===== src/sv/humidity_sensor_frame_decoder_defines.svh =====
// ----------------------------------------------------------------------------
// humidity_sensor_frame_decoder_defines
// Assertion macros shared by the frame decoder RTL. They expect clk and rst_n
// in the enclosing module.
// ----------------------------------------------------------------------------
`ifndef HUMIDITY_SENSOR_FRAME_DECODER_DEFINES_SVH
`define HUMIDITY_SENSOR_FRAME_DECODER_DEFINES_SVH

// property must hold at every clock outside reset
`define HSFD_ASSERT(label, prop, msg) \
    label: assert property (@(posedge clk) disable iff (!rst_n) (prop)) else $error(msg);

// expression must never be true outside reset
`define HSFD_ASSERT_NEVER(label, expr, msg) \
    `HSFD_ASSERT(label, !(expr), msg)

`endif


===== src/sv/hsfd_pkg.sv =====
// ----------------------------------------------------------------------------
// hsfd_pkg
// Types and constants of the sensor frame decoder: CRC-16/MODBUS constants,
// frame byte positions, reset values and the result beat type.
// ----------------------------------------------------------------------------
`default_nettype none

package hsfd_pkg;

    localparam int IDX_W = 3;

    localparam logic [15:0] CRC_INIT = 16'hFFFF;
    localparam logic [15:0] CRC_POLY = 16'hA001;
    localparam logic [6:0]  MAG_MASK = 7'h7F;
    localparam logic [7:0]  SIGN_BIT = 8'h80;

    // byte positions inside the 8-byte response
    localparam logic [IDX_W-1:0] IDX_FIRST  = 3'd0;
    localparam logic [IDX_W-1:0] IDX_HUM_HI = 3'd2;
    localparam logic [IDX_W-1:0] IDX_HUM_LO = 3'd3;
    localparam logic [IDX_W-1:0] IDX_TMP_HI = 3'd4;
    localparam logic [IDX_W-1:0] IDX_TMP_LO = 3'd5;
    localparam logic [IDX_W-1:0] IDX_CRC_LO = 3'd6;
    localparam logic [IDX_W-1:0] IDX_CRC_HI = 3'd7;

    localparam logic [15:0] GOOD_HUM_RESET = 16'd550;
    localparam logic [15:0] GOOD_TMP_RESET = 16'd270;

    typedef struct packed {
        logic               valid;
        logic               ok;
        logic [15:0]        hum;
        logic signed [15:0] temp;
    } res_t;

    // reflected CRC-16, one byte, LSB first
    function automatic logic [15:0] crc16_byte(input logic [15:0] crc_in,
                                               input logic [7:0]  data);
        logic [15:0] c;
        c = crc_in ^ {8'h00, data};
        for (int k = 0; k < 8; k++) begin
            c = c[0] ? ((c >> 1) ^ CRC_POLY) : (c >> 1);
        end
        return c;
    endfunction

    // sign-magnitude tenths to two's complement
    function automatic logic signed [15:0] sm_to_tc(input logic [15:0] raw);
        logic [15:0] mag;
        mag = {1'b0, raw[14:8] & MAG_MASK, raw[7:0]};
        return (raw[15:8] & SIGN_BIT) != 8'h00 ? $signed(16'h0000 - mag) : $signed(mag);
    endfunction

endpackage

`default_nettype wire


===== src/sv/hsfd_frame.sv =====
// ----------------------------------------------------------------------------
// hsfd_frame
// Frame state: byte position, running CRC, captured raw fields and the last
// good values. Steps once per byte; result is combinational on the last byte.
// ----------------------------------------------------------------------------
`default_nettype none
`include "humidity_sensor_frame_decoder_defines.svh"

module hsfd_frame
    import hsfd_pkg::*;
(
    input  wire logic       clk,
    input  wire logic       rst_n,
    input  wire logic       step,
    input  wire logic [7:0] rx_byte,
    input  wire logic       frame_start,
    output res_t            res
);

    logic [IDX_W-1:0] byte_index_reg, byte_index_next;
    logic [15:0]      crc_reg, crc_next;
    logic [15:0]      hum_raw_reg, hum_raw_next;
    logic [15:0]      tmp_raw_reg, tmp_raw_next;
    logic [7:0]       crc_lo_reg, crc_lo_next;
    logic [15:0]      good_hum_reg, good_hum_next;
    logic [15:0]      good_tmp_reg, good_tmp_next;

    logic [IDX_W-1:0] idx;
    logic [15:0]      crc_base;
    logic [15:0]      crc_upd;
    logic             crc_match;
    logic signed [15:0] tmp_conv;

    assign idx       = frame_start ? IDX_FIRST : byte_index_reg;
    assign crc_base  = (idx == IDX_FIRST) ? CRC_INIT : crc_reg;
    assign crc_upd   = crc16_byte(crc_base, rx_byte);
    assign crc_match = ({rx_byte, crc_lo_reg} == crc_reg);
    assign tmp_conv  = sm_to_tc(tmp_raw_reg);

    assign res.valid = (idx == IDX_CRC_HI);
    assign res.ok    = crc_match;
    assign res.hum   = crc_match ? hum_raw_reg : good_hum_reg;
    assign res.temp  = crc_match ? tmp_conv : $signed(good_tmp_reg);

    always_comb
    begin
        byte_index_next = byte_index_reg;
        crc_next        = crc_reg;
        hum_raw_next    = hum_raw_reg;
        tmp_raw_next    = tmp_raw_reg;
        crc_lo_next     = crc_lo_reg;
        good_hum_next   = good_hum_reg;
        good_tmp_next   = good_tmp_reg;
        if (step)
        begin
            byte_index_next = idx + 3'd1;
            if (idx < IDX_CRC_LO)
            begin
                crc_next = crc_upd;
            end
            unique case (idx)
                IDX_HUM_HI: hum_raw_next = {rx_byte, hum_raw_reg[7:0]};
                IDX_HUM_LO: hum_raw_next = {hum_raw_reg[15:8], rx_byte};
                IDX_TMP_HI: tmp_raw_next = {rx_byte, tmp_raw_reg[7:0]};
                IDX_TMP_LO: tmp_raw_next = {tmp_raw_reg[15:8], rx_byte};
                IDX_CRC_LO: crc_lo_next  = rx_byte;
                IDX_CRC_HI:
                begin
                    if (crc_match)
                    begin
                        good_hum_next = hum_raw_reg;
                        good_tmp_next = tmp_conv;
                    end
                end
                default: ;
            endcase
        end
    end

    always_ff @(posedge clk or negedge rst_n)
    begin
        if (!rst_n)
        begin
            byte_index_reg <= IDX_FIRST;
            crc_reg        <= CRC_INIT;
            hum_raw_reg    <= '0;
            tmp_raw_reg    <= '0;
            crc_lo_reg     <= '0;
            good_hum_reg   <= GOOD_HUM_RESET;
            good_tmp_reg   <= GOOD_TMP_RESET;
        end
        else
        begin
            byte_index_reg <= byte_index_next;
            crc_reg        <= crc_next;
            hum_raw_reg    <= hum_raw_next;
            tmp_raw_reg    <= tmp_raw_next;
            crc_lo_reg     <= crc_lo_next;
            good_hum_reg   <= good_hum_next;
            good_tmp_reg   <= good_tmp_next;
        end
    end

    `HSFD_ASSERT(a_start_restarts, (step && frame_start) |=> (byte_index_reg == IDX_FIRST + 3'd1), "frame start did not restart byte count")
    `HSFD_ASSERT(a_good_follows_ok, (step && res.valid && res.ok) |=> (good_hum_reg == $past(hum_raw_reg)), "good humidity not updated on CRC match")

endmodule

`default_nettype wire


===== src/sv/hsfd_out_buf.sv =====
// ----------------------------------------------------------------------------
// hsfd_out_buf
// Two-entry result buffer. Decouples the output stall from the byte pipe so
// a waiting result blocks intake only once both entries are full.
// ----------------------------------------------------------------------------
`default_nettype none
`include "humidity_sensor_frame_decoder_defines.svh"

module hsfd_out_buf
    import hsfd_pkg::*;
(
    input  wire logic clk,
    input  wire logic rst_n,
    input  wire logic push,
    input  wire res_t push_data,
    output logic      full,
    output logic      out_valid,
    input  wire logic out_stall,
    output res_t      head
);

    res_t       data_reg [2];
    logic       wr_ptr_reg, wr_ptr_next;
    logic       rd_ptr_reg, rd_ptr_next;
    logic [1:0] count_reg, count_next;
    logic       pop;

    assign full      = (count_reg == 2'd2);
    assign out_valid = (count_reg != 2'd0);
    assign pop       = out_valid && !out_stall;
    assign head      = data_reg[rd_ptr_reg];

    always_comb
    begin
        wr_ptr_next = push ? !wr_ptr_reg : wr_ptr_reg;
        rd_ptr_next = pop ? !rd_ptr_reg : rd_ptr_reg;
        count_next  = count_reg + {1'b0, push} - {1'b0, pop};
    end

    always_ff @(posedge clk or negedge rst_n)
    begin
        if (!rst_n)
        begin
            wr_ptr_reg <= 1'b0;
            rd_ptr_reg <= 1'b0;
            count_reg  <= 2'd0;
        end
        else
        begin
            wr_ptr_reg <= wr_ptr_next;
            rd_ptr_reg <= rd_ptr_next;
            count_reg  <= count_next;
        end
    end

    always_ff @(posedge clk)
    begin
        if (push)
        begin
            data_reg[wr_ptr_reg] <= push_data;
        end
    end

    `HSFD_ASSERT_NEVER(a_no_overflow, push && full, "result pushed into full buffer")
    `HSFD_ASSERT(a_count_track, (push && !pop) |=> (count_reg == $past(count_reg) + 2'd1), "buffer count lost a push")

endmodule

`default_nettype wire


===== src/sv/humidity_sensor_frame_decoder.sv =====
// ----------------------------------------------------------------------------
// humidity_sensor_frame_decoder
// Checks and decodes the 8-byte sensor read response (CRC-16/MODBUS).
// ----------------------------------------------------------------------------
// Input channel: one response byte per beat (rx_byte), frame_start marks
// byte 0 and restarts a partial frame; without it bytes count 0..7 and wrap.
// Output channel: one beat per eighth byte, carrying frame_ok and the last
// good humidity / temperature (tenths, temperature signed). Bad frames repeat the old values.
// Throughput: one byte per cycle while in_stall is low; the byte-wide CRC step
// is combinational logic between the input register and the result buffer.
// Result path: the result of byte 7 passes the input register, then the result
// buffer, before out_valid; a full buffer holds it in the input register.
// Stall: results wait in a two-entry buffer. in_stall rises only when a
// last byte sits in the input register and the buffer is full.
// Reset: byte count to 0, CRC to 0xFFFF, last good values to 55.0 %RH and
// 27.0 degrees, buffer empty.
// ----------------------------------------------------------------------------
`default_nettype none

module humidity_sensor_frame_decoder
    import hsfd_pkg::*;
(
    input  wire logic        clk,
    input  wire logic        rst_n,
    input  wire logic        in_valid,
    output logic             in_stall,
    input  wire logic [7:0]  rx_byte,
    input  wire logic        frame_start,
    output logic             out_valid,
    input  wire logic        out_stall,
    output logic             frame_ok,
    output logic [15:0]      humidity_tenths,
    output logic signed [15:0] temperature_tenths
);

    logic       s1_valid_reg, s1_valid_next;
    logic [7:0] s1_byte_reg;
    logic       s1_start_reg;
    logic       in_acc;
    logic       s1_adv;
    logic       buf_full;
    res_t       res;
    res_t       head;

    assign in_acc   = in_valid && !in_stall;
    assign s1_adv   = s1_valid_reg && !(res.valid && buf_full);
    assign in_stall = s1_valid_reg && res.valid && buf_full;

    always_comb
    begin
        s1_valid_next = s1_valid_reg;
        if (in_acc)
        begin
            s1_valid_next = 1'b1;
        end
        else if (s1_adv)
        begin
            s1_valid_next = 1'b0;
        end
    end

    always_ff @(posedge clk or negedge rst_n)
    begin
        if (!rst_n)
        begin
            s1_valid_reg <= 1'b0;
        end
        else
        begin
            s1_valid_reg <= s1_valid_next;
        end
    end

    always_ff @(posedge clk)
    begin
        if (in_acc)
        begin
            s1_byte_reg  <= rx_byte;
            s1_start_reg <= frame_start;
        end
    end

    hsfd_frame u_frame (
        .clk         (clk),
        .rst_n       (rst_n),
        .step        (s1_adv),
        .rx_byte     (s1_byte_reg),
        .frame_start (s1_start_reg),
        .res         (res)
    );

    hsfd_out_buf u_out_buf (
        .clk       (clk),
        .rst_n     (rst_n),
        .push      (s1_adv && res.valid),
        .push_data (res),
        .full      (buf_full),
        .out_valid (out_valid),
        .out_stall (out_stall),
        .head      (head)
    );

    assign frame_ok           = head.ok;
    assign humidity_tenths    = head.hum;
    assign temperature_tenths = head.temp;

endmodule

`default_nettype wire


===== config.mk =====
export PLATFORM = sky130hd
export DESIGN_NAME = humidity_sensor_frame_decoder
export DESIGN_NICKNAME = d
export VERILOG_FILES = /design/src/sv/hsfd_pkg.sv /design/src/sv/hsfd_frame.sv /design/src/sv/hsfd_out_buf.sv /design/src/sv/humidity_sensor_frame_decoder.sv
export VERILOG_INCLUDE_DIRS = /design/src /design/src/sv
export SDC_FILE = /design/constraint.sdc
export NUM_CORES = 1
export LEC_CHECK = 0
export BUFFER_PORTS_ARGS = -buffer_cell sky130_fd_sc_hd__buf_2
export CAP_MARGIN = 25
export CELL_PAD_IN_SITES_DETAIL_PLACEMENT = 1
export CELL_PAD_IN_SITES_GLOBAL_PLACEMENT = 1
export CORE_MARGIN = 3
export CORE_UTILIZATION = 55
export CTS_CLUSTER_SIZE = 12
export DETAILED_ROUTE_END_ITERATION = 10
export HOLD_SLACK_MARGIN = 0.03
export PLACE_DENSITY = 0.86
export SLEW_MARGIN = 20
export SYNTH_ARGS = -nofsm -noshare
export SYNTH_HDL_FRONTEND = slang
export SYNTH_SLANG_ARGS = --single-unit

===== constraint.sdc =====
create_clock -name clk -period 5.74 [get_ports clk]
set_input_delay 0.287 -clock clk [delete_from_list [all_inputs] [get_ports clk]]
set_output_delay 0.287 -clock clk [all_outputs]
set_load 0.05 [all_outputs]

# --- Word-level counts from Yosys, hierarchy flattened ---
# Memories as Yosys holds them, arrays and structs flattened.
# Index checks and enable logic that the tools add are counted.
word_totals:
  register_bits: 105
  mem_bits_rw: 68
  in_bits: 13
  word_cells: 83
  memories: 1
op_classes:
  n_addsub: 4
  order_cmp: 1
  eq_ne: 8
  muxes: 19
  bitwise: 13
  reduce_logical: 22
memory_table:
  columns: ["memory", "depth", "word_bits", "read_ports", "rd_clocked_by_memory_dff", "write_ports", "line", "text"]
  rows:
  - ["u_out_buf.data_reg", 2, 34, 1, 0, 1, "hsfd_out_buf.sv:22", "res_t data_reg [2];"]
ops:
  columns: ["cell", "count"]
  rows:
  - ["two-way mux 16 bit", 12]
  - ["one-hot mux 16 bit (2 select lines)", 2]
  - ["NOT 2 -> 3 bit", 8]
  - ["equality test 16 bit", 1]
  - ["subtractor 1 x 15 -> 16 bit, first input constant", 1]
  - ["bitwise XOR 16 x 8 -> 16 bit", 1]
  - ["equality test 3 bit, second input constant", 4]
  - ["AND reduction 3 bit", 4]
  - ["logical AND 1 bit", 7]
  - ["equality test 3 x 2 -> 1 bit, second input constant", 2]
  - ["AND reduction 2 bit", 3]
  - ["zero test 1 bit", 5]
  - ["two-way mux 1 bit", 4]
  - ["NOT 1 bit", 4]
  - ["nonzero test 2 bit", 2]
  - ["adder 3 x 1 -> 3 bit, second input constant", 1]
  - ["zero test 3 bit", 1]
  - ["< comparator 3 bit, second input constant", 1]
  - ["two-way mux 3 bit", 1]
  - ["adder 2 x 1 -> 2 bit", 1]
  - ["equality test 2 bit, second input constant", 1]
  - ["subtractor 2 x 1 -> 2 bit", 1]

# --- Depth between registers and ports, before layout ---
# Gate-level depths: netlist of run 1.
depth:
  word_depth: 20
  ltp_mapped: 13
  mapped_depth_nobuf: 12

# --- By module ---
# Synthesis of run 1 repeated with hierarchy kept, for this count alone.
unflattened:
  hier_cells: 538
  area_unflattened_um2: 8050.2
modules_own_cells:
  columns: ["mod", "instances", "cells_each", "area_per_inst_um2", "seq_area_each_um2"]
  rows:
  - ["hsfd_frame", 1, 397, 4904.7, 2307.2]
  - ["hsfd_out_buf", 1, 124, 2808.9, 2142.1]
  - ["humidity_sensor_frame_decoder", 1, 17, 336.6, 295.3]

# --- Worst setup path after synthesis of run 1 ---
# OpenSTA, ideal clock, no wires.
synth_path:
  kind: "reg2reg"
  start: "register u_frame.byte_index_reg[1]"
  end: "memory u_out_buf.data_reg[0][0] (netlist bit), enable pin"
  setup_time_ps: 423
  t_arrival_ps: 2886
  setup_slack_ps: 2431
  path_stages_with_launch: 10
  n_path_buf: 1
  period_less_slack_ps: 3309
  cell_sequence: "dfrtp_1 > nand2b_1 > inv_1 > ha_1 > ha_1 > nand3b_1 > and2_1 > clkbuf_1 > nand2_1 > nor2_1"
synth_between:
  elab_chain_len: 8
synth_lines:
  columns: ["element", "line", "text"]
  rows:
  - ["from (decl)", "hsfd_frame.sv:20", "logic [IDX_W-1:0] byte_index_reg, byte_index_next;"]
  - ["from (signal assigned)", "hsfd_frame.sv:94", "byte_index_reg <= byte_index_next;"]
  - ["two-way mux 3 bit (*)", "hsfd_frame.sv:34", "assign idx = frame_start ? IDX_FIRST : byte_index_reg;"]
  - ["equality test 3 bit (*)", "hsfd_frame.sv:40", "assign res.valid = (idx == IDX_CRC_HI);"]
  - ["logical AND 1 bit", "humidity_sensor_frame_decoder.sv:46", "assign s1_adv = s1_valid_reg && !(res.valid && buf_full);"]
  - ["zero test 1 bit", "humidity_sensor_frame_decoder.sv:46", null]
  - ["logical AND 1 bit", "humidity_sensor_frame_decoder.sv:46", null]
  - ["logical AND 1 bit (*)", "humidity_sensor_frame_decoder.sv:95", ".push (s1_adv && res.valid),"]
  - ["two-way mux 1 bit (*)", "hsfd_out_buf.sv:58", "if (push)"]
  - ["two-way mux 1 bit (implied by the code) (*)", "hsfd_out_buf.sv:60", "data_reg[wr_ptr_reg] <= push_data;"]
  - ["to (decl)", "hsfd_out_buf.sv:22", null]
# Every way passes the cells marked *; elsewhere a longest branch is shown, timed or not.

# --- Worst setup path after layout of run 1 ---
layout_path:
  start: "register s1_byte_reg[7]"
  end: "register u_frame.good_tmp_reg[5]"
layout_between:
  elab_chain_len: 2
layout_lines:
  columns: ["element", "line", "text"]
  rows:
  - ["from (decl)", "humidity_sensor_frame_decoder.sv:37", "logic [7:0] s1_byte_reg;"]
  - ["from (signal assigned)", "humidity_sensor_frame_decoder.sv:78", "s1_byte_reg <= rx_byte;"]
  - ["equality test 16 bit", "hsfd_frame.sv:37", "assign crc_match = ({rx_byte, crc_lo_reg} == crc_reg);"]
  - ["two-way mux 16 bit", null, null]
  - ["to (signal assigned)", "hsfd_frame.sv:100", "good_tmp_reg <= good_tmp_next;"]
  - ["to (decl)", "hsfd_frame.sv:26", "logic [15:0] good_tmp_reg, good_tmp_next;"]
# No other way between the ends.
# A chain may end at the register's enable or synchronous reset.

==> reports/results.ini, run 1 <==
[status]
outcome=complete, no violations

[grt]
overflow=0
grt_first_pass_wirelength_mm=29.0
grt_max_degree=53
grt_pass1_vias=5010
grt_usage_pct=24.5
antenna_found_initial=0

[synth]
yosysWarnings=0
netlist_area_um2=7740
synth_top_area_share_pct=29.1
ys.flop_type=edfxtp_1
synth_cell_types=37
seq_area_frac_synth_pct=60.6
yosysMostFrequentCell=mux2_2
synth_edf_count=75
synth_top_cells_by_area=edfxtp_1 29%, dfrtp_1 23%, mux2_2 20%, dfstp_2 8.2%, xnor2_1 5.5%
synthTopCellsByCount=137 x mux2_2, 75 x edfxtp_1, 72 x dfrtp_1, 49 x xnor2_1, 43 x nand2_1
synth-seq-cells=171
synth_top_area_cell=edfxtp_1
synthesis.nets=554
syn_inst=532
async_flop_share_pct=56.1
avgSynthCellArea_um2=14.5

[timing]
worst_pin_slew_ns=1.02
max_freq_mhz=328
slew_viol_final=0
fin_tns_setup_ns=0
fin_crit_sh_pct=53.1
period_minus_slack_ns=3.05
finalHoldViolCount=0
rsz0062_at_grt=no
setup_viol=0
relSlewSlack_pct=31.8
finClkSkew_ns=0.0117

[critical_path]
critPathSlowestCell=edfxtp_1
worst-path-buf-inv=2
cpLargestDelayFamily=buffers and inverters
cp_max_fo=35
end_kind=register
required_ns=6.05
critical_path_class=reg -> reg
worstPathArrival_ns=3.36
slowest_delay_ns=0.62
critPathLaunchType=register
crit_top_cell=buf_4
cp_cell_sequence=xnor2_1 > nand4_1 > nor4_4 > buf_4 > nor2b_2 > buf_4 > mux2_2

[clock_tree]
clock-sinks=171
holdBufCountCts=5
numCtsBuffers=17
htree_levels=4
clockBufferDepth=2
cts_setup_buffers=0
worst_skew_pair.late_latency_ns=0.43
clockRootBuffer=clkbuf_16
cts_tree=yes
clk_pin_slew_ns=0.07
post_cts_resize_count=0

[cells_and_area]
fin_util_pct=64.7
n_antenna_cell=0
drive_gt1_share_pct=42.2
fin_area_um2=8740
finalNonFillerCells=768
nNetsFinal=601
largest_reg_flops=66
area_growth_pct=13.0

[routing]
viasPerCell=5.74
finalWirelength_mm=18.3
vias=4412
dr.pass1.iters=4
remaining_drc_errors=0
post_drt_wl_per_cell_um=23.8
first_iter_violations=315
ant_nets=0

[run]
drv_cap=0

[placed_design]
placed_cells=730
dpl_cell_area_um2=8110
place.gp.congestion=0.832
portBuffers=47
place_hpwl_mm=11.9

[pwr]
p_comb_share_pct=29.0
pwr-share-seq_pct=42.2
swShare_pct=35.1
switching_power_mw=1.36
p_per_area_nw_per_um2=444
leakage_nw=3.60
p_int_mw=2.52
peakVddDrop_mv=0.230
power_frac_clock_pct=28.9

[floorplanning]
rows=42
fp.dieH_um=125
io_pins=48
die-area_um2=15500
fp.coreArea_um2=13500
dieWidth_um=125
initial_utilization_pct=57.3

[worst_hold_path]
min_path_type=in -> reg

## power groups by stage
stage / clock [mW] / combinational, mW / sequential (mW)
after global routing: 1.19 / 1.20 / 1.66
after CTS: 1.13 / 1.14 / 1.64
after global placement: 0 / 1.07 / 1.64
after floorplan: 0 / 0.938 / 1.54
after detailed placement: 0 / 1.11 / 1.65
final: 1.12 / 1.12 / 1.64
## routing by layer
metal | global-route usage, % | up-vias | wire (µm)
met4 | 9.35 | 0 | 442
met2 | 43.1 | 119 | 9810
li1 | - | 1970 | -
met3 | 5.49 | 34 | 814
met5 | 0 | - | 0
met1 | 29.5 | 2289 | 7220
## per-stage QoR
stage | worst slack (ns) | power, mW | hold slack [ns]
detailed placement | 2.75 | 2.77 | 0.334
global placement | 2.87 | 2.71 | 0.337
CTS | 2.69 | 3.91 | 0.0322
finish | 2.69 | 3.88 | 0.0572
floorplan | 2.43 | 2.47 | -0.00859
global route | 2.56 | 4.04 | 0.0411
## logic make-up after synthesis
family                     after synthesis  share of synthesized area, %
DFF                                    171                          60.6
muxes                                  137                          19.9
and+or+nand+nor                         81                          5.26
xor gates and xnor gates                65                          8.20
buffers and inverters                   37                          2.04
AOI/OAI and AO/OA                       32                          2.56
adders and majority gates                9                          1.46
## area by class of cell
cell class / count / area [µm²]
inverters: 7 / 26.3
clock inverters: 13 / 140
flip-flops and latches: 171 / 4680
clock buffers: 19 / 433
well taps: 176 / 220
fillers: 1237 / 4760
repair buffers: 58 / 335
multi-input cells: 324 / 2900
## final timing paths
path	start	end	cells after the start	slack [ns]
min	rx_byte[5]	s1_byte_reg[5]	1	0.06
max in group asynchronous	rst_n	u_frame.good_tmp_reg[6]	3	4.18
max reg2reg	s1_byte_reg[7]	u_frame.good_tmp_reg[5]	7	2.69
min in group asynchronous	rst_n	u_frame.good_hum_reg[10]	2	0.45
min reg2reg	u_frame.byte_index_reg[0]	u_frame.byte_index_reg[0]	2	0.50
max	s1_byte_reg[7]	u_frame.good_tmp_reg[5]	7	2.69
## worst register-to-register path, delay by kind of cell (launching register included)
kind	cells	cell delay, ns
XOR/XNOR	1	0.28
multiplexers	1	0.46
buffers and inverters	2	0.90
AND/OR/NAND/NOR	3	0.68
flip-flops	1	0.62
## cell usage in the layout (no fill, tap or decap), drive strengths merged, types with 5 or more instances in the layout
master / instances
mux2: 137
edfxtp: 75
dfrtp: 72
buf: 52
xnor2: 50
nand2: 43
dfstp: 24
o21ai: 21
clkbuf: 19
xor2: 11
nor2: 11
inv: 10
ha: 9
dlygate4sd3: 6
clkinv: 6
nand2b: 5
(Power assumes the default switching activity.)
==> run 2, diff against run 1 <==
--- a/config.mk
+++ b/config.mk
@@ -11,11 +11,11 @@
 export CELL_PAD_IN_SITES_DETAIL_PLACEMENT = 1
 export CELL_PAD_IN_SITES_GLOBAL_PLACEMENT = 1
 export CORE_MARGIN = 3
-export CORE_UTILIZATION = 55
+export CORE_UTILIZATION = 46
 export CTS_CLUSTER_SIZE = 12
 export DETAILED_ROUTE_END_ITERATION = 10
 export HOLD_SLACK_MARGIN = 0.03
-export PLACE_DENSITY = 0.86
+export PLACE_DENSITY = 0.77
 export SLEW_MARGIN = 20
 export SYNTH_ARGS = -nofsm -noshare
 export SYNTH_HDL_FRONTEND = slang
==> constraint.sdc (replaced) <==
create_clock -name clk -period 2.5 [get_ports clk]
set_input_delay 0.125 -clock clk [delete_from_list [all_inputs] [get_ports clk]]
set_output_delay 0.125 -clock clk [all_outputs]
set_load 0.05 [all_outputs]
==> run 2 against run 1 <==
Net effect:
- critical endpoint is now u_out_buf.data_reg[1][15]
- first-iteration DRC count decreased by 58%
- wire length down 4.9%
- power increased by 130%
- clock power up 140%
==> reports/results.ini, run 2 (synthesis results as in run 1) <==
[placed_design]
place_hpwl_mm=11.2  ; -6.1%
dpl_cell_area_um2=8350  ; +3.0%
place.gp.congestion=0.832  ; about the same
portBuffers=47  ; unchanged

[clock_tree]
cts_tree=yes
worst_skew_pair.late_latency_ns=0.43  ; about the same
clock-sinks=171  ; unchanged
htree_levels=4  ; unchanged
clk_pin_slew_ns=0.06  ; about the same
numCtsBuffers=17  ; unchanged
clockRootBuffer=clkbuf_16
clockBufferDepth=2  ; unchanged

[cells_and_area]
fin_area_um2=9160  ; +4.7%
largest_reg_flops=66  ; unchanged
nNetsFinal=628  ; +4.5%
drive_gt1_share_pct=44.9  ; +2.7 points
mostFrequentLayoutCell=mux2_2
layout_common_cells=137 x mux2_2, 75 x edfxtp_1, 72 x dfrtp_1
n_antenna_cell=0  ; unchanged
fin_util_pct=56.6  ; -8.1 points
area_growth_pct=18.3

[grt]
grt_usage_pct=20.1  ; -4.5 points
grtUsageMet1_pct=24.0  ; -5.5 points
use_met3_pct=4.27  ; -1.2 points
busiest_layer=met2
grt_max_degree=47  ; -11%
grt_pass1_vias=4896  ; -2.3%
grt_first_pass_wirelength_mm=27.6  ; -4.9%
antenna_found_initial=0  ; unchanged
overflow=0  ; unchanged
use_met2_pct=36.0  ; -7.1 points

[floorplanning]
initial_utilization_pct=47.8  ; -9.4 points
io_pins=48  ; unchanged
dieWidth_um=136  ; +8.9%
fp.coreArea_um2=16200  ; +20%
die-area_um2=18400  ; +19%
rows=46  ; +9.5%
fp.dieH_um=136  ; +8.9%

[critical_path]
r2r_end=u_out_buf.data_reg[1][15]
rrSetupSlack_ns=0.12  ; -2.57 ns
crit_top_cell=or4_4
slowest_delay_ns=0.58  ; -0.04 ns
required_ns=2.67  ; -3.38 ns
cp_max_fo=4  ; -89%
cpLargestDelayFamily=simple AND/OR/NAND/NOR gates
r2r_start=u_frame.tmp_raw_reg[8]
end_kind=register
critical_path_class=reg -> reg
cp_cell_sequence=or4_4 > or4_4 > o41a_1 > mux2_2
reg2reg_depth=4  ; -3
critPathLaunchType=register
worst-path-buf-inv=0  ; -2
worstPathArrival_ns=2.55  ; -0.81 ns
critPathSlowestCell=or4_4

[timing]
max_freq_mhz=420  ; +28%
slew_viol_final=0  ; unchanged
finClkSkew_ns=0.00754  ; -0.00412 ns
finalHoldViolCount=0  ; unchanged
worst_pin_slew_ns=0.640  ; -0.380 ns
setup_viol=0  ; unchanged
fin_crit_sh_pct=95.3  ; +42 points
relSlewSlack_pct=57.3  ; +26 points
period_minus_slack_ns=2.38  ; -0.667 ns

[routing]
remaining_drc_errors=0  ; unchanged
ant_nets=0  ; unchanged
vias=4397  ; -0.34%
viasPerCell=5.27  ; -8.3%
first_iter_violations=132  ; -58%
finalWirelength_mm=17.4  ; -4.9%
post_drt_wl_per_cell_um=20.8  ; -13%
dr.pass1.iters=6  ; +2

[pwr]
p_per_area_nw_per_um2=981  ; +120%
peakVddDrop_mv=0.727  ; +220%
leakage_nw=3.77  ; +4.8%

[run]
drv_cap=0  ; unchanged

[status]
outcome=complete, no violations

[worst_hold_path]
min_path_type=in -> async

run 2: cell count changes in the layout (fill, tap and decap cells not counted), sizes merged:
cell / previous run / this run
bufbuf: 0 / 1
inv: 10 / 8
bufinv: 2 / 3
buf: 52 / 72
clkinvlp: 2 / 3
clkinv: 6 / 4
dlygate4sd3: 6 / 12
clkbuf: 19 / 21
run 2: what timing repair did:
item                                    in CTS  in global routing
hold buffers                                12                  0
endpoints found under the setup margin      31                 56
cloned                                       1                  0
endpoints found under the hold margin       49                  0
gates resized for setup                      3                  6
setup buffers                                1                  0
run 2: final cells by class:
class,instances,area [µm²]
Clock inverter,11,143
Clock buffer,21,460
Timing Repair Buffer,85,628
Multi-Input combinational cell,324,2940
Fill cell,1571,7020
Tap cell,216,270
Sequential cell,171,4680
Inverter,7,26.3
run 2: through the flow:
stage	worst slack [ns]	std cells	hold slack (ns)	TNS (ns)	power [mW]
after CTS	0.0187	835	0.273	0	9.07
after detailed placement	-0.0443	789	0.191	-0.374	6.32
after floorplan	0.0791	532	-0.171	0	5.68
after global placement	0.174	789	0.174	0	6.21
final	0.117	835	0.251	0	8.98
after global routing	-0.00820	835	0.305	-0.00820	9.40
run 2: metal layers:
metal  vias to the layer above  routed length (µm)
met3                        27                 671
li1                       2028                   -
met4                         0                 309
met1                      2255                7100
met2                        87                9300
met5                         -                   0
run 2: power breakdown:
group	internal [mW]	switching, mW
clock	1.62	1.05
combinational	1.06	1.60
sequential	3.29	0.356
run 2: worst max path at each step:
| stage | start | slack, ns | cells after the start | endpoint |
|---|---|---|---|---|
| floorplan | u_frame.byte_index_reg[1] | 0.08 | 9 | u_out_buf.data_reg[0][0] |
| global placement | u_frame.tmp_raw_reg[8] | 0.17 | 4 | u_out_buf.data_reg[0][15] |
| detailed placement | s1_start_reg | -0.04 | 12 | u_out_buf.count_reg[1] |
| CTS | s1_start_reg | 0.02 | 12 | u_out_buf.count_reg[1] |
| global route | s1_start_reg | -0.008 | 12 | u_out_buf.count_reg[1] |
| finish | u_frame.tmp_raw_reg[8] | 0.12 | 4 | u_out_buf.data_reg[1][15] |
==> run 3, diff against run 2 <==
--- a/config.mk
+++ b/config.mk
@@ -15,7 +15,7 @@
 export CTS_CLUSTER_SIZE = 12
 export DETAILED_ROUTE_END_ITERATION = 10
 export HOLD_SLACK_MARGIN = 0.03
-export PLACE_DENSITY = 0.77
+export PLACE_DENSITY = 0.88
 export SLEW_MARGIN = 20
 export SYNTH_ARGS = -nofsm -noshare
 export SYNTH_HDL_FRONTEND = slang
==> run 3 against run 2 <==
Net effect:
- core utilization increased by 0.60 points
- count of clock-buffer cells in the layout rose by 1
- register-to-register slack worse by 0.07 ns
- global-route usage increased by 3.7 points
- sequential cell count did not move
- die area unchanged
- power rose by 1.9%
- non-clock buffer count increased by 10
- wire length rose by 21%
- design area up 1.1%
- largest power group unchanged
==> reports/results.ini, run 3 (synthesis results as in run 1) <==
[status]
outcome=complete, no violations

[critical_path]
end_kind=register
critPathLaunchType=register
crit_start=s1_start_reg
reg2reg_depth=11  ; +7
endpoint=u_frame.good_hum_reg[6]
r2r_start=s1_start_reg
r2r_end=u_frame.good_hum_reg[6]
rrSetupSlack_ns=0.05  ; -0.07 ns
critical_path_class=reg -> reg
cp_max_fo=8  ; +4
required_ns=2.80  ; +0.13 ns
worstPathArrival_ns=2.75  ; +0.20 ns

[floorplanning]
die-area_um2=18400  ; unchanged
rows=46  ; unchanged
fp.coreArea_um2=16200  ; unchanged
dieWidth_um=136  ; unchanged
initial_utilization_pct=47.8  ; unchanged
io_pins=48  ; unchanged
fp.dieH_um=136  ; unchanged

[routing]
finalWirelength_mm=21.0  ; +21%
dr.pass1.iters=5  ; -1
first_iter_violations=376  ; +180%
ant_nets=0  ; unchanged
post_drt_wl_per_cell_um=24.8  ; +19%
viasPerCell=5.58  ; +6.0%
vias=4717  ; +7.3%
remaining_drc_errors=0  ; unchanged

[cells_and_area]
area_growth_pct=19.6
n_antenna_cell=0  ; unchanged
largest_reg_flops=66  ; unchanged
mostFrequentLayoutCell=mux2_2
finalNonFillerCells=845  ; +1.2%
fin_area_um2=9250  ; +1.1%
layout_common_cells=137 x mux2_2, 75 x edfxtp_1, 72 x dfrtp_1
drive_gt1_share_pct=46.9  ; +2.0 points
nNetsFinal=638  ; +1.6%

[timing]
finalHoldViolCount=0  ; unchanged
setup_viol=0  ; unchanged
relSlewSlack_pct=54.1  ; -3.2 points
fin_crit_sh_pct=98.2  ; +2.9 points
max_freq_mhz=407  ; -2.9%
slew_viol_final=0  ; unchanged
worst_pin_slew_ns=0.689  ; +0.0485 ns
period_minus_slack_ns=2.45  ; +0.0718 ns
finClkSkew_ns=0.0189  ; +0.0114 ns

[placed_design]
place_hpwl_mm=11.8  ; +5.1%
dpl_cell_area_um2=8310  ; -0.48%
portBuffers=47  ; unchanged
place.gp.congestion=0.842  ; +1.2%
placed_cells=787  ; -0.25%

[clock_tree]
clockBufferDepth=2  ; unchanged
clockRootBuffer=clkbuf_16
numCtsBuffers=17  ; unchanged
htree_levels=4  ; unchanged
worst_skew_pair.late_latency_ns=0.44  ; about the same
clock-sinks=171  ; unchanged
clk_pin_slew_ns=0.07  ; about the same
cts_tree=yes

[grt]
grt_first_pass_wirelength_mm=32.1  ; +17%
grt_pass1_vias=5379  ; +9.9%
grt_usage_pct=23.8  ; +3.7 points
antenna_found_initial=0  ; unchanged
overflow=0  ; unchanged
grt_max_degree=51  ; +8.5%

[pwr]
p_int_mw=5.91  ; -0.94%
p_per_area_nw_per_um2=990  ; +0.87%
switching_power_mw=3.24  ; +7.7%
pwr-share-seq_pct=40.2  ; -0.4 points
swShare_pct=35.4  ; +1.9 points
p_comb_share_pct=30.6  ; +1.0 points
power_frac_clock_pct=29.2  ; -0.6 points
peakVddDrop_mv=0.696  ; -4.2%
leakage_nw=3.83  ; +1.6%

[run]
drv_cap=0  ; unchanged

[worst_hold_path]
min_path_type=in -> async

run 3: cell count changes in the layout (fill, tap and decap cells not counted), sizes merged:
| cell | change |
|---|---|
| clkinv | +3 |
| clkbuf | +1 |
| bufinv | -1 |
| buf | +10 |
| clkinvlp | -3 |
run 3: per-stage QoR:
stage	total power, mW	hold WS (ns)	setup slack [ns]	utilization [%]	TNS [ns]
CTS	9.10	0.273	0.00745	56.8	0
finish	9.16	0.273	0.0451	57.2	0
global route	9.51	0.308	-0.0326	57.2	-0.385
global placement	6.17	0.181	0.130	51.4	0
floorplan	5.68	-0.171	0.0791	-	0
detailed placement	6.34	0.198	-0.120	51.4	-5.22
run 3: critical path, cell delays in order (launching register included):
cell	delay [ns]
edfxtp_1	0.40
nand2b_4	0.17
inv_2	0.08
ha_4	0.18
ha_4	0.18
nand3b_1	0.14
and2_4	0.19
nand2_4	0.09
nor2b_4	0.23
buf_6	0.14
buf_12	0.14
mux2_2	0.38
run 3: area by class of cell:
| cell class | instances | area (µm²) |
|---|---|---|
| Tap cell | 216 | 270 |
| Multi-Input combinational cell | 324 | 2980 |
| Inverter | 7 | 26.3 |
| Sequential cell | 171 | 4680 |
| Clock inverter | 10 | 120 |
| Clock buffer | 22 | 464 |
| Fill cell | 1532 | 6920 |
| Timing Repair Buffer | 95 | 706 |
run 3: what timing repair did:
item | 4_1_cts | 5_1_grt
endpoints found under the hold margin | 46 | 0
setup endpoints to repair | 98 | 40
pin swaps | 3 | 3
buffers inserted | 5 | 7
cloned | 2 | 0
hold buffers | 12 | 0
gates resized for setup | 15 | 6
run 3: how the worst min path moves through the flow:
stage                                   end  slack (ns)  cells after the start
floorplan                      s1_valid_reg       -0.17                      0
global placement    u_frame.good_hum_reg[0]        0.18                      1
detailed placement  u_frame.good_hum_reg[4]        0.20                      1
CTS                 u_frame.good_hum_reg[4]        0.27                      2
global route        u_frame.good_hum_reg[4]        0.31                      2
finish              u_frame.good_hum_reg[4]        0.27                      2
run 3: per-layer routing:
metal  track usage (%)  up-vias  wire, µm
met5                 0        -         0
met4              9.24        0       557
met3              5.16       45       900
met2              42.6      154     11200
met1              27.9     2463      8280
li1                  -     2055         -
run 3: power groups by stage:
stage | sequential, mW | combinational [mW] | clock (mW)
4_1_cts | 3.66 | 2.74 | 2.70
3_5_place_dp | 3.70 | 2.64 | 0
5_1_grt | 3.72 | 2.97 | 2.82
3_3_place_gp | 3.65 | 2.52 | 0
6_report | 3.68 | 2.80 | 2.67
2_1_floorplan | 3.53 | 2.15 | 0
